==> src/rtl/rpcp_pkg.sv <==
// ----------------------------------------------------------------------------
// rpcp_pkg
// Types and codes shared by the request payload parser front, queue and back.
// ----------------------------------------------------------------------------
package rpcp_pkg;

  // result kinds
  localparam logic [1:0] KIND_ARG_BYTE  = 2'd0;
  localparam logic [1:0] KIND_ARG_EMPTY = 2'd1;
  localparam logic [1:0] KIND_VERDICT   = 2'd2;

  // verdict codes
  localparam logic [1:0] VERDICT_OK        = 2'd0;
  localparam logic [1:0] VERDICT_MALFORMED = 2'd1;
  localparam logic [1:0] VERDICT_BAD_ARGS  = 2'd2;

  // header is id low, id high, count, reserved
  localparam logic [1:0] HDR_LAST_POS = 2'd3;

  // queue between front and back
  localparam int unsigned QDEPTH = 4;
  localparam int unsigned QPTR_W = $clog2(QDEPTH);
  localparam int unsigned QCNT_W = $clog2(QDEPTH + 1);

  // one input request
  typedef struct packed {
    logic [7:0] data_byte;
    logic       end_of_payload;
    logic       empty_payload;
  } in_t;

  // one result request
  typedef struct packed {
    logic [1:0]  kind;
    logic [1:0]  arg_slot;
    logic [4:0]  byte_pos;
    logic [7:0]  byte_value;
    logic        arg_end;
    logic [5:0]  arg_length;
    logic [1:0]  verdict;
    logic [15:0] rpc_id;
    logic [7:0]  arg_count;
    logic        last;
  } out_t;

  // classified input: an optional argument result and an optional verdict
  typedef struct packed {
    logic        has_arg;
    logic        arg_empty;
    logic [1:0]  arg_slot;
    logic [4:0]  byte_pos;
    logic [7:0]  byte_value;
    logic        arg_end;
    logic [5:0]  arg_length;
    logic        has_verdict;
    logic [1:0]  verdict;
    logic [15:0] rpc_id;
    logic [7:0]  arg_count;
  } rec_t;

endpackage

==> src/rtl/rpcp_front.sv <==
// ----------------------------------------------------------------------------
// rpcp_front
// Payload parser state machine: takes one byte request per cycle while accept_i
// is high and turns it into a record of the results it causes.
// ----------------------------------------------------------------------------
module rpcp_front #(
  parameter int unsigned MAX_ARG_SLOTS = 4,
  parameter int unsigned MAX_ARG_BYTES = 32
) (
  input  logic          clk_i,
  input  logic          rst_ni,
  input  logic          accept_i,
  input  rpcp_pkg::in_t in_i,
  output logic          push_o,
  output rpcp_pkg::rec_t rec_o
);
  import rpcp_pkg::*;

  localparam logic [2:0] PH_HEADER  = 3'd0;
  localparam logic [2:0] PH_ARGLEN  = 3'd1;
  localparam logic [2:0] PH_ARGDATA = 3'd2;
  localparam logic [2:0] PH_TRAIL   = 3'd3;
  localparam logic [2:0] PH_ERROR   = 3'd4;

  localparam logic [7:0] SLOTS_LIM = 8'(MAX_ARG_SLOTS);
  localparam logic [7:0] BYTES_LIM = 8'(MAX_ARG_BYTES);

  logic [2:0]  phase_q, phase_d;
  logic [1:0]  hdr_pos_q, hdr_pos_d;
  logic [15:0] id_q, id_d;
  logic [7:0]  count_q, count_d;
  logic [7:0]  seen_q, seen_d;
  logic [7:0]  len_q, len_d;
  logic [7:0]  left_q, left_d;
  logic        bad_q, bad_d;
  logic        malf_q, malf_d;

  logic [7:0]  b;
  logic [7:0]  pos;
  logic        short_hdr;
  rec_t        rec;

  assign b   = in_i.data_byte;
  assign pos = len_q - left_q;

  // parse step
  always_comb begin
    phase_d   = phase_q;
    hdr_pos_d = hdr_pos_q;
    id_d      = id_q;
    count_d   = count_q;
    seen_d    = seen_q;
    len_d     = len_q;
    left_d    = left_q;
    bad_d     = bad_q;
    malf_d    = malf_q;
    short_hdr = 1'b0;
    rec       = '0;

    if (!in_i.empty_payload) begin
      unique case (phase_q)
        PH_HEADER: begin
          unique case (hdr_pos_q)
            2'd0:    id_d[7:0]  = b;
            2'd1:    id_d[15:8] = b;
            2'd2:    count_d    = b;
            default: ;
          endcase
          if (hdr_pos_q == HDR_LAST_POS) begin
            hdr_pos_d = '0;
            if (b != 8'd0) begin
              malf_d  = 1'b1;
              phase_d = PH_ERROR;
            end else begin
              if (count_q > SLOTS_LIM) bad_d = 1'b1;
              phase_d = (count_q == 8'd0) ? PH_TRAIL : PH_ARGLEN;
            end
          end else begin
            hdr_pos_d = hdr_pos_q + 2'd1;
          end
        end
        PH_ARGLEN: begin
          len_d  = b;
          left_d = b;
          if (b > BYTES_LIM) bad_d = 1'b1;
          if (b == 8'd0) begin
            // zero-length argument completes at once
            if (seen_q < SLOTS_LIM) begin
              rec.has_arg   = 1'b1;
              rec.arg_empty = 1'b1;
              rec.arg_slot  = seen_q[1:0];
              rec.arg_end   = 1'b1;
            end
            seen_d  = seen_q + 8'd1;
            phase_d = (seen_d >= count_q) ? PH_TRAIL : PH_ARGLEN;
          end else begin
            phase_d = PH_ARGDATA;
          end
        end
        PH_ARGDATA: begin
          if (b == 8'd0) bad_d = 1'b1;
          if ((seen_q < SLOTS_LIM) && (len_q <= BYTES_LIM)) begin
            rec.has_arg    = 1'b1;
            rec.arg_slot   = seen_q[1:0];
            rec.byte_pos   = pos[4:0];
            rec.byte_value = b;
            rec.arg_end    = (left_q == 8'd1);
            rec.arg_length = len_q[5:0];
          end
          left_d = left_q - 8'd1;
          if (left_q == 8'd1) begin
            seen_d  = seen_q + 8'd1;
            phase_d = (seen_d >= count_q) ? PH_TRAIL : PH_ARGLEN;
          end
        end
        PH_TRAIL: begin
          malf_d  = 1'b1;
          phase_d = PH_ERROR;
        end
        default: ;
      endcase
    end

    rec.rpc_id    = id_d;
    rec.arg_count = count_d;

    // end of payload: verdict, then back to reset state
    if (in_i.end_of_payload) begin
      short_hdr = (phase_d == PH_HEADER);
      if ((phase_d == PH_HEADER) || (phase_d == PH_ARGLEN) || (phase_d == PH_ARGDATA)) begin
        malf_d = 1'b1;
      end
      rec.has_verdict = 1'b1;
      rec.verdict     = malf_d ? VERDICT_MALFORMED : (bad_d ? VERDICT_BAD_ARGS : VERDICT_OK);
      if (short_hdr) begin
        rec.rpc_id    = '0;
        rec.arg_count = '0;
      end
      phase_d   = PH_HEADER;
      hdr_pos_d = '0;
      id_d      = '0;
      count_d   = '0;
      seen_d    = '0;
      len_d     = '0;
      left_d    = '0;
      bad_d     = 1'b0;
      malf_d    = 1'b0;
    end
  end

  assign rec_o  = rec;
  assign push_o = accept_i && (rec.has_arg || rec.has_verdict);

  // parser state
  always_ff @(posedge clk_i or negedge rst_ni) begin
    if (!rst_ni) begin
      phase_q   <= PH_HEADER;
      hdr_pos_q <= '0;
      id_q      <= '0;
      count_q   <= '0;
      seen_q    <= '0;
      len_q     <= '0;
      left_q    <= '0;
      bad_q     <= 1'b0;
      malf_q    <= 1'b0;
    end else if (accept_i) begin
      phase_q   <= phase_d;
      hdr_pos_q <= hdr_pos_d;
      id_q      <= id_d;
      count_q   <= count_d;
      seen_q    <= seen_d;
      len_q     <= len_d;
      left_q    <= left_d;
      bad_q     <= bad_d;
      malf_q    <= malf_d;
    end
  end

endmodule

==> src/rtl/rpcp_queue.sv <==
// ----------------------------------------------------------------------------
// rpcp_queue
// Small record FIFO that decouples the parser from the result stage.
// ----------------------------------------------------------------------------
module rpcp_queue (
  input  logic           clk_i,
  input  logic           rst_ni,
  input  logic           push_i,
  input  rpcp_pkg::rec_t push_rec_i,
  input  logic           pop_i,
  output rpcp_pkg::rec_t head_rec_o,
  output logic           empty_o,
  output logic           full_o
);
  import rpcp_pkg::*;

  rec_t              mem_q [QDEPTH];
  logic [QPTR_W-1:0] wr_ptr_q, rd_ptr_q;
  logic [QCNT_W-1:0] cnt_q;

  assign empty_o    = (cnt_q == '0);
  assign full_o     = (cnt_q == QCNT_W'(QDEPTH));
  assign head_rec_o = mem_q[rd_ptr_q];

  // storage
  always_ff @(posedge clk_i) begin
    if (push_i) mem_q[wr_ptr_q] <= push_rec_i;
  end

  // pointers and fill count
  always_ff @(posedge clk_i or negedge rst_ni) begin
    if (!rst_ni) begin
      wr_ptr_q <= '0;
      rd_ptr_q <= '0;
      cnt_q    <= '0;
    end else begin
      if (push_i) wr_ptr_q <= wr_ptr_q + QPTR_W'(1);
      if (pop_i)  rd_ptr_q <= rd_ptr_q + QPTR_W'(1);
      unique case ({push_i, pop_i})
        2'b10:   cnt_q <= cnt_q + QCNT_W'(1);
        2'b01:   cnt_q <= cnt_q - QCNT_W'(1);
        default: cnt_q <= cnt_q;
      endcase
    end
  end

endmodule

==> src/rtl/rpcp_back.sv <==
// ----------------------------------------------------------------------------
// rpcp_back
// Result stage: expands each record into one or two result requests and
// holds them in an output register.
// ----------------------------------------------------------------------------
module rpcp_back (
  input  logic           clk_i,
  input  logic           rst_ni,
  input  rpcp_pkg::rec_t head_rec_i,
  input  logic           empty_i,
  output logic           pop_o,
  output logic           out_valid_o,
  input  logic           out_ready_i,
  output rpcp_pkg::out_t out_data_o
);
  import rpcp_pkg::*;

  logic out_valid_q;
  out_t out_q, out_d;
  logic half_q, half_d;
  logic load;
  logic send_verdict;

  assign load = !empty_i && (!out_valid_q || out_ready_i);

  // pick argument or verdict half of the head record
  always_comb begin
    send_verdict = half_q || !head_rec_i.has_arg;
    out_d        = '0;
    half_d       = half_q;
    pop_o        = 1'b0;
    out_d.rpc_id    = head_rec_i.rpc_id;
    out_d.arg_count = head_rec_i.arg_count;
    if (send_verdict) begin
      out_d.kind    = KIND_VERDICT;
      out_d.verdict = head_rec_i.verdict;
      out_d.last    = 1'b1;
    end else begin
      out_d.kind       = head_rec_i.arg_empty ? KIND_ARG_EMPTY : KIND_ARG_BYTE;
      out_d.arg_slot   = head_rec_i.arg_slot;
      out_d.byte_pos   = head_rec_i.byte_pos;
      out_d.byte_value = head_rec_i.byte_value;
      out_d.arg_end    = head_rec_i.arg_end;
      out_d.arg_length = head_rec_i.arg_length;
      out_d.last       = !head_rec_i.has_verdict;
    end
    if (load) begin
      if (!send_verdict && head_rec_i.has_verdict) begin
        half_d = 1'b1;
      end else begin
        half_d = 1'b0;
        pop_o  = 1'b1;
      end
    end
  end

  // output register
  always_ff @(posedge clk_i) begin
    if (load) out_q <= out_d;
  end

  always_ff @(posedge clk_i or negedge rst_ni) begin
    if (!rst_ni) begin
      out_valid_q <= 1'b0;
      half_q      <= 1'b0;
    end else begin
      half_q <= half_d;
      if (load) begin
        out_valid_q <= 1'b1;
      end else if (out_ready_i) begin
        out_valid_q <= 1'b0;
      end
    end
  end

  assign out_valid_o = out_valid_q;
  assign out_data_o  = out_q;

endmodule

==> src/rtl/rpc_request_payload_parser.sv <==
// ----------------------------------------------------------------------------
// rpc_request_payload_parser
// Parses request payloads one byte per request; emits argument bytes and a
// verdict per payload.
// ----------------------------------------------------------------------------
// Path: accepted requests go through the record queue and the output register.
// Throughput: one input request per cycle while the record queue is not full;
//   an input that yields both an argument result and its verdict is sent as
//   two results by the single output register; the 4-entry record queue absorbs such bursts.
// Reset: rst_ni clears the parser state, the queue and the output valid.
module rpc_request_payload_parser #(
  parameter int unsigned MAX_ARG_SLOTS = 4,
  parameter int unsigned MAX_ARG_BYTES = 32
) (
  input  logic           clk_i,
  input  logic           rst_ni,
  input  logic           in_valid_i,
  output logic           in_ready_o,
  input  rpcp_pkg::in_t  in_data_i,
  output logic           out_valid_o,
  input  logic           out_ready_i,
  output rpcp_pkg::out_t out_data_o
);
  import rpcp_pkg::*;

  logic accept;
  logic push, pop, q_empty, q_full;
  rec_t push_rec, head_rec;

  assign in_ready_o = !q_full;
  assign accept     = in_valid_i && !q_full;

  // front: parse and classify
  rpcp_front #(
    .MAX_ARG_SLOTS(MAX_ARG_SLOTS),
    .MAX_ARG_BYTES(MAX_ARG_BYTES)
  ) u_front (
    .clk_i   (clk_i),
    .rst_ni  (rst_ni),
    .accept_i(accept),
    .in_i    (in_data_i),
    .push_o  (push),
    .rec_o   (push_rec)
  );

  // record queue
  rpcp_queue u_queue (
    .clk_i     (clk_i),
    .rst_ni    (rst_ni),
    .push_i    (push),
    .push_rec_i(push_rec),
    .pop_i     (pop),
    .head_rec_o(head_rec),
    .empty_o   (q_empty),
    .full_o    (q_full)
  );

  // back: result expansion
  rpcp_back u_back (
    .clk_i      (clk_i),
    .rst_ni     (rst_ni),
    .head_rec_i (head_rec),
    .empty_i    (q_empty),
    .pop_o      (pop),
    .out_valid_o(out_valid_o),
    .out_ready_i(out_ready_i),
    .out_data_o (out_data_o)
  );

endmodule
==> config.mk <==
export PLATFORM = sky130hd
export DESIGN_NAME = rpc_request_payload_parser
export DESIGN_NICKNAME = d
export VERILOG_FILES = /design/src/rtl/rpcp_pkg.sv /design/src/rtl/rpcp_front.sv /design/src/rtl/rpcp_queue.sv /design/src/rtl/rpcp_back.sv /design/src/rtl/rpc_request_payload_parser.sv
export SDC_FILE = /design/constraint.sdc
export NUM_CORES = 1
export LEC_CHECK = 0
export ABC_AREA = 1
export BUFFER_PORTS_ARGS = -buffer_cell sky130_fd_sc_hd__buf_2
export CAP_MARGIN = 0
export CORE_MARGIN = 4
export CORE_UTILIZATION = 45
export DETAILED_ROUTE_END_ITERATION = 10
export PLACE_DENSITY = 0.66
export RECOVER_POWER = 50
export SYNTH_ARGS = -nofsm -noshare
export SYNTH_HDL_FRONTEND = slang
export SYNTH_HIERARCHICAL = 1
export SYNTH_SLANG_ARGS = --single-unit
==> constraint.sdc <==
create_clock -name clk_i -period 5.37 [get_ports clk_i]
set_input_delay 0.8055 -clock clk_i [delete_from_list [all_inputs] [get_ports clk_i]]
set_output_delay 0.8055 -clock clk_i [all_outputs]
set_load 0.01 [all_outputs]
* After elaboration in Yosys (flattened, before gate mapping)
Memories as Yosys holds them, arrays and structs flattened.
Cells that the tools add are included.
** Operators by class
- Add/sub/neg operators :: 8
- $mul :: 0
- Divide/modulo/power cells :: 0
- $lt $le $gt $ge :: 5
- Eq/ne operators :: 15
- Shifts and indexed selects :: 0
- Muxes and demuxes :: 74
- Bitwise logic cells :: 0
- Reductions and logical operators :: 32
** Operators by type and width (number)
- two-way mux 8 bit :: 15
- two-way mux 16 bit :: 3
- two-way mux 24 bit :: 2
- one-hot mux 8 bit (2 select lines) :: 2
- two-way mux 27 bit :: 1
- two-way mux 1 bit :: 25
- two-way mux 22 bit :: 1
- two-way mux 3 bit :: 6
- zero test 8 bit :: 2
- two-way mux 2 bit :: 8
- two-way mux 13 bit :: 1
- one-hot mux 3 bit (4 select lines) :: 1
- == test 3 x 2 -> 1 bit (second input constant) :: 3
- zero test 3 bit :: 3
- AND reduction 3 bit :: 3
- adder 8 x 1 -> 8 bit (second input constant) :: 1
- == test 8 x 1 -> 1 bit (second input constant) :: 1
- greater-or-equal comparator 8 bit :: 1
- greater-than comparator 8 x 3 -> 1 bit (second input constant) :: 1
- greater-than comparator 8 x 6 -> 1 bit (second input constant) :: 1
- less-or-equal comparator 8 x 6 -> 1 bit (second input constant) :: 1
- less-than comparator 8 x 3 -> 1 bit (second input constant) :: 1
- two-way mux 4 bit :: 2
- nonzero test 2 bit :: 4
- 23 further kinds :: 45
** Word-level totals
- Register bits after elaboration :: 115
- Latch bits :: 0
- Bits in writable memories :: 204
- Memory bits (read-only) :: 0
- Input bits :: 14
- Output and inout bits :: 53
- Logic and storage cells :: 159
- Memories kept :: 1
** Memories
- u_queue.mem_q :: words 4, width 51, read ports 1, clocked after Yosys merged registers in 0, write ports 1, RTL line rpcp_queue.sv:17 : rec_t mem_q [QDEPTH];

* Longest topological paths before layout
- Depth in word-level cells :: 17
- Depth in mapped cells :: 18
- Mapped depth without buffers :: 17

* Modules after synthesis
Netlist, hierarchy kept.
** Modules (own cells, without submodules)
- rpcp_queue :: instances 1, cells an instance 644, area an instance 8558.2 um2, seq. area each 6301.0 um2
- rpcp_front :: instances 1, cells an instance 524, area an instance 3748.6 um2, seq. area each 1376.3 um2
- rpcp_back :: instances 1, cells an instance 121, area an instance 1933.1 um2, seq. area each 1581.5 um2
- rpc_request_payload_parser :: instances 1, cells an instance 3, area an instance 13.8 um2, seq. area each 0.0 um2

* Worst setup path before layout
Ideal clock, no wire load.
- Path type :: input port to flip-flop
- From :: input port out_ready_i
- To :: register u_back.out_q, in the netlist u_back/out_data_o[0], enable pin
- Setup time :: 0.478 ns
- Arrival time :: 3.354 ns
- Data required time :: 4.892 ns
- Setup slack :: 1.538 ns
- Stages :: 2
- Buffers on the path :: 0
- Cell sequence :: inv_1 a21oi_1
** Between the ends
- Cells in the longest elaborated chain, start to end :: 2
** RTL lines
- start: declaration :: RTL line rpc_request_payload_parser.sv:21 : input logic out_ready_i,
- logical OR 1 bit :: RTL line rpcp_back.sv:24 : assign load = !empty_i && (!out_valid_q || out_ready_i);
- logical AND 1 bit :: RTL line rpcp_back.sv:24
- net u_back.load :: RTL line rpcp_back.sv:21 : logic load;
- end signal: assignment :: RTL line rpcp_back.sv:59 : if (load) out_q <= out_d;
- end: declaration :: RTL line rpcp_back.sv:19 : out_t out_q, out_d;
The timed path passes the listed nets, and every way through them passes these cells.
A chain may end at the register's enable or synchronous reset.

==> impl_metrics.ini <==
[critical_path]
data_required_critical_path_ps = 5760
worst_path_largest_cell_delay_ps = 1020
r2r.worst_path.cells = 13
end_kind = register
timing.critical_path.from_type = register
timing_worst_setup_path_type = register to register
critical_path_arrival_ps = 4350
critPathMaxFanout = 79
crit_path_cell_trace = nand2_1 -> o211ai_1 -> nand2_1 -> nand2_1 -> nor2_1 -> nor2_1 -> ha_1 -> inv_1 -> fa_1 -> nand2_1 -> nand3_1 -> nand2_1 -> nand2_1
timing.critical_path.mode_cell = sky130_fd_sc_hd__nand2_1
highest_delay_cell_along_the_critical_path = sky130_fd_sc_hd__nand2_1

[sta]
fmaxAchievable_mhz = 252
grt_setup_unrepaired = no
skew_ps = 10.1
timing.final.crit_period_ps = 3970
finalCritPeriodShare = 0.739
worst_slew_margin_rel = -0.544
tightest_pin_transition_ps = 2320
setup-violations-final = 0
finalHoldViolCount = 0
final-max-slew-violation-count = 267
finalSetupTns_ps = 0

[clock_network]
number_of_buffers_created_by_cts = 35
clock_latency_ps = 500
cts_hold_repair.buffers = 0
clock_sink_count = 319
cts-htree-levels = 2
tritoncts_clock_tree = done
worst_setup_hold_path_clk_slew_ps = 60
clockRootBuffer = sky130_fd_sc_hd__clkbuf_16
postCtsSetupRepairBufs = 0
post_cts_resized = 0
ctsLongestPathBuffers = 3

[yosys]
avgSynthCellArea_um2 = 11.0
synthesis.nets = 1332
ys_warn_count = 6
ys_types = 35
postSynth.asyncResetShare = 0.201
synth_enable_flop_cells = 255
postSynthRegisterBits = 319
synthFlopType = sky130_fd_sc_hd__edfxtp_1
mappedNetlistArea_um2 = 14300
synth_seq_area_share = 0.650
synth_cells = 1292

[power]
power_switching_share = 0.353
pwr-share-clk = 0.261
intPower_mw = 5.80
sequential_power_share = 0.423
switching_power_mw = 3.16
powerDensity_nw_per_um2 = 566
vdd_ir_drop_max_v = 0.000330
logic_pwr_share = 0.316
power_leakage_nw = 6.46

[drt]
routed_vias_inst = 5.11
drc = 0
first_iter_violations = 667
final_antenna_net_count = 0
final_routed_wire_length_divided_by_cell_count_um = 16.5
vias = 9059
drt-total-wl_um = 29200
detailedRoute.firstPassIterationCount = 5

[die]
num_io_pins = 67
die_w_um = 186
dieArea_um2 = 34600
fp.coreArea_um2 = 30900
initial_utilization = 0.461
die_y_extent_um = 186
std_cell_rows = 64

[run]
max_cap_violations = 5

[placement]
routabilityCongestion = 0.854
port_buffers = 66
hpwl_um = 18500
place.detailed.instances = 1711

[grt]
antenna_found_initial = 0
track_usage = 0.172
grt_pass1_vias = 8842
wire_length_of_the_first_global_routing_pass_um = 46700
remaining_overflow_grt = 0
grt_start_max_net_pins = 129

[run_status]
failed_checks = max-capacitance violations, max-slew violations
run_status = finished with violations

[cells_and_area]
layout.filler_cells = 2687
final_core_util = 0.512
finalNetCount = 1392
finalNonFillerCells = 1773
layout-area-overhead-vs-synth_pct = 11.1
ff_latch_area_um2 = 9260
final_layout_size_suffix_gt1_frac = 0.0995
n_antenna_cell = 0
multi_input_area_um2 = 3710

[worst_hold_path]
worstHoldPathType = register to register
min_path_cells = 2
Yosys cell counts (6+ instances only):
master                       n  share of area
sky130_fd_sc_hd__dfrtp_1    64           0.11
sky130_fd_sc_hd__o21ai_0    65          0.023
sky130_fd_sc_hd__buf_4       6         0.0032
sky130_fd_sc_hd__nand3_1    26         0.0091
sky130_fd_sc_hd__o211ai_1  101          0.053
sky130_fd_sc_hd__o22ai_1    19         0.0083
sky130_fd_sc_hd__buf_6      17          0.013
sky130_fd_sc_hd__a21oi_1    16         0.0056
sky130_fd_sc_hd__clkbuf_1   11         0.0029
sky130_fd_sc_hd__xor2_1      8         0.0049
sky130_fd_sc_hd__buf_2      16         0.0056
sky130_fd_sc_hd__nor2_2     40          0.018
sky130_fd_sc_hd__edfxtp_1  255           0.54
sky130_fd_sc_hd__inv_1     217          0.057
sky130_fd_sc_hd__o21ai_1    13         0.0046
sky130_fd_sc_hd__nor2_4      8         0.0063
sky130_fd_sc_hd__inv_2      12         0.0032
sky130_fd_sc_hd__ha_1       24          0.021
sky130_fd_sc_hd__nand2_1   276          0.073
sky130_fd_sc_hd__nand2_2     6         0.0026
sky130_fd_sc_hd__nor2_1     61          0.016
metal layers:
| layer | up-vias | part of all wire | track usage | routed length (µm) |
|---|---|---|---|---|
| met5 | - | 0 | 0 | 0 |
| met2 | 246 | 0.47 | 0.279 | 13600 |
| li1 | 4450 | - | - | - |
| met1 | 4311 | 0.45 | 0.240 | 13100 |
| met4 | 0 | 0.028 | 0.0533 | 812 |
| met3 | 52 | 0.055 | 0.0270 | 1620 |
layout by cell type (no fill, tap or decap), types with 2 or more instances in the layout:
cell                         instances
sky130_fd_sc_hd__nor3b_1             2
sky130_fd_sc_hd__xor2_1              8
sky130_fd_sc_hd__clkbuf_16          37
sky130_fd_sc_hd__inv_2              13
sky130_fd_sc_hd__nor2_1             63
sky130_fd_sc_hd__dfrtp_1            63
sky130_fd_sc_hd__nor2_2             39
sky130_fd_sc_hd__clkinvlp_4          4
sky130_fd_sc_hd__o21ai_0            65
sky130_fd_sc_hd__nand4_1             5
sky130_fd_sc_hd__a31oi_1             2
sky130_fd_sc_hd__fa_1                2
sky130_fd_sc_hd__clkinv_1            3
sky130_fd_sc_hd__o211ai_1          101
sky130_fd_sc_hd__inv_1             216
sky130_fd_sc_hd__nand3_1            26
sky130_fd_sc_hd__nor3_1              5
sky130_fd_sc_hd__o21a_1              2
sky130_fd_sc_hd__clkbuf_1           69
sky130_fd_sc_hd__nand2_1           277
sky130_fd_sc_hd__clkinv_2            3
sky130_fd_sc_hd__o21ai_2             2
sky130_fd_sc_hd__nand2_2             6
sky130_fd_sc_hd__nor2_4              7
sky130_fd_sc_hd__xnor2_1             2
sky130_fd_sc_hd__a21oi_1            16
sky130_fd_sc_hd__ha_1               24
sky130_fd_sc_hd__bufinv_16           3
sky130_fd_sc_hd__buf_2              11
sky130_fd_sc_hd__o22ai_1            19
sky130_fd_sc_hd__edfxtp_1          255
sky130_fd_sc_hd__o21ai_1            13
sky130_fd_sc_hd__o211ai_2            2
sky130_fd_sc_hd__buf_12              4
power by group through the flow:
stage | logic [mW] | registers, mW | clock network (mW)
floorplan | 2.22 | 3.83 | 0
global placement | 2.86 | 3.81 | 0
detailed placement | 2.92 | 3.83 | 0
CTS | 2.93 | 3.78 | 2.40
global route | 3.24 | 3.86 | 2.51
finish | 2.83 | 3.79 | 2.34
flip-flops by register name (all words and copies together) (netlist names), 2 cells and up:
register           cells
u_back/out_data_o     51
u_front/count_q        8
u_front/hdr_pos_q      2
u_front/id_q          16
u_front/left_q         8
u_front/len_q          8
u_front/phase_q        3
u_front/seen_q         8
u_queue/cnt_q          3
u_queue/mem_q        204
u_queue/rd_ptr_q       2
u_queue/wr_ptr_q       2
path summary, 6_finish.rpt:
kind | from | slack, ps | endpoint
max | u_queue/rd_ptr_q[0] | 1400 | u_queue/cnt_q[2]
min | u_front/id_q[9] | 490 | u_front/id_q[9]
max reg2reg | u_queue/rd_ptr_q[0] | 1400 | u_queue/cnt_q[2]
min reg2reg | u_front/id_q[9] | 490 | u_front/id_q[9]
max in group asynchronous | rst_ni | 1730 | u_queue/rd_ptr_q[0]
min in group asynchronous | rst_ni | 550 | u_front/left_q[5]
metrics by stage:
step	setup WS (ps)	power, mW	cell area (µm²)	hold slack [ps]
2_1_floorplan	1540	6.05	14300	448
3_3_place_gp	1940	6.67	14800	463
3_5_place_dp	1880	6.75	14800	469
4_1_cts	2050	9.11	15900	279
5_1_grt	1000	9.62	15800	503
6_report	1400	8.96	15800	485
final cells by class:
type / instances / share of cell area
Tap cell: 396 / 0.0313
Multi-Input combinational cell: 691 / 0.235
Clock buffer: 48 / 0.0617
Clock inverter: 14 / 0.00980
Sequential cell: 319 / 0.585
Inverter: 229 / 0.0543
Timing Repair Buffer: 76 / 0.0233
critical path, delay by kind of cell, from the launching register on:
kind	cells	cell delay, ps
adders and majority gates	2	610
and+or+nand+nor	9	2110
DFF	1	940
AOI/OAI and AO/OA	1	120
buffers and inverters	1	70
cells by family after synthesis:
| kind of cell | after synthesis | share of synthesized area |
|---|---|---|
| buffers and inverters | 282 | 0.0886 |
| AND/OR/NAND/NOR | 432 | 0.132 |
| XOR/XNOR | 10 | 0.00615 |
| adder cells (fa/ha/maj) | 26 | 0.0239 |
| flip-flops | 319 | 0.650 |
| AO/OA/AOI/OAI | 223 | 0.100 |
No activity file was read; power rests on OpenSTA's default activity.
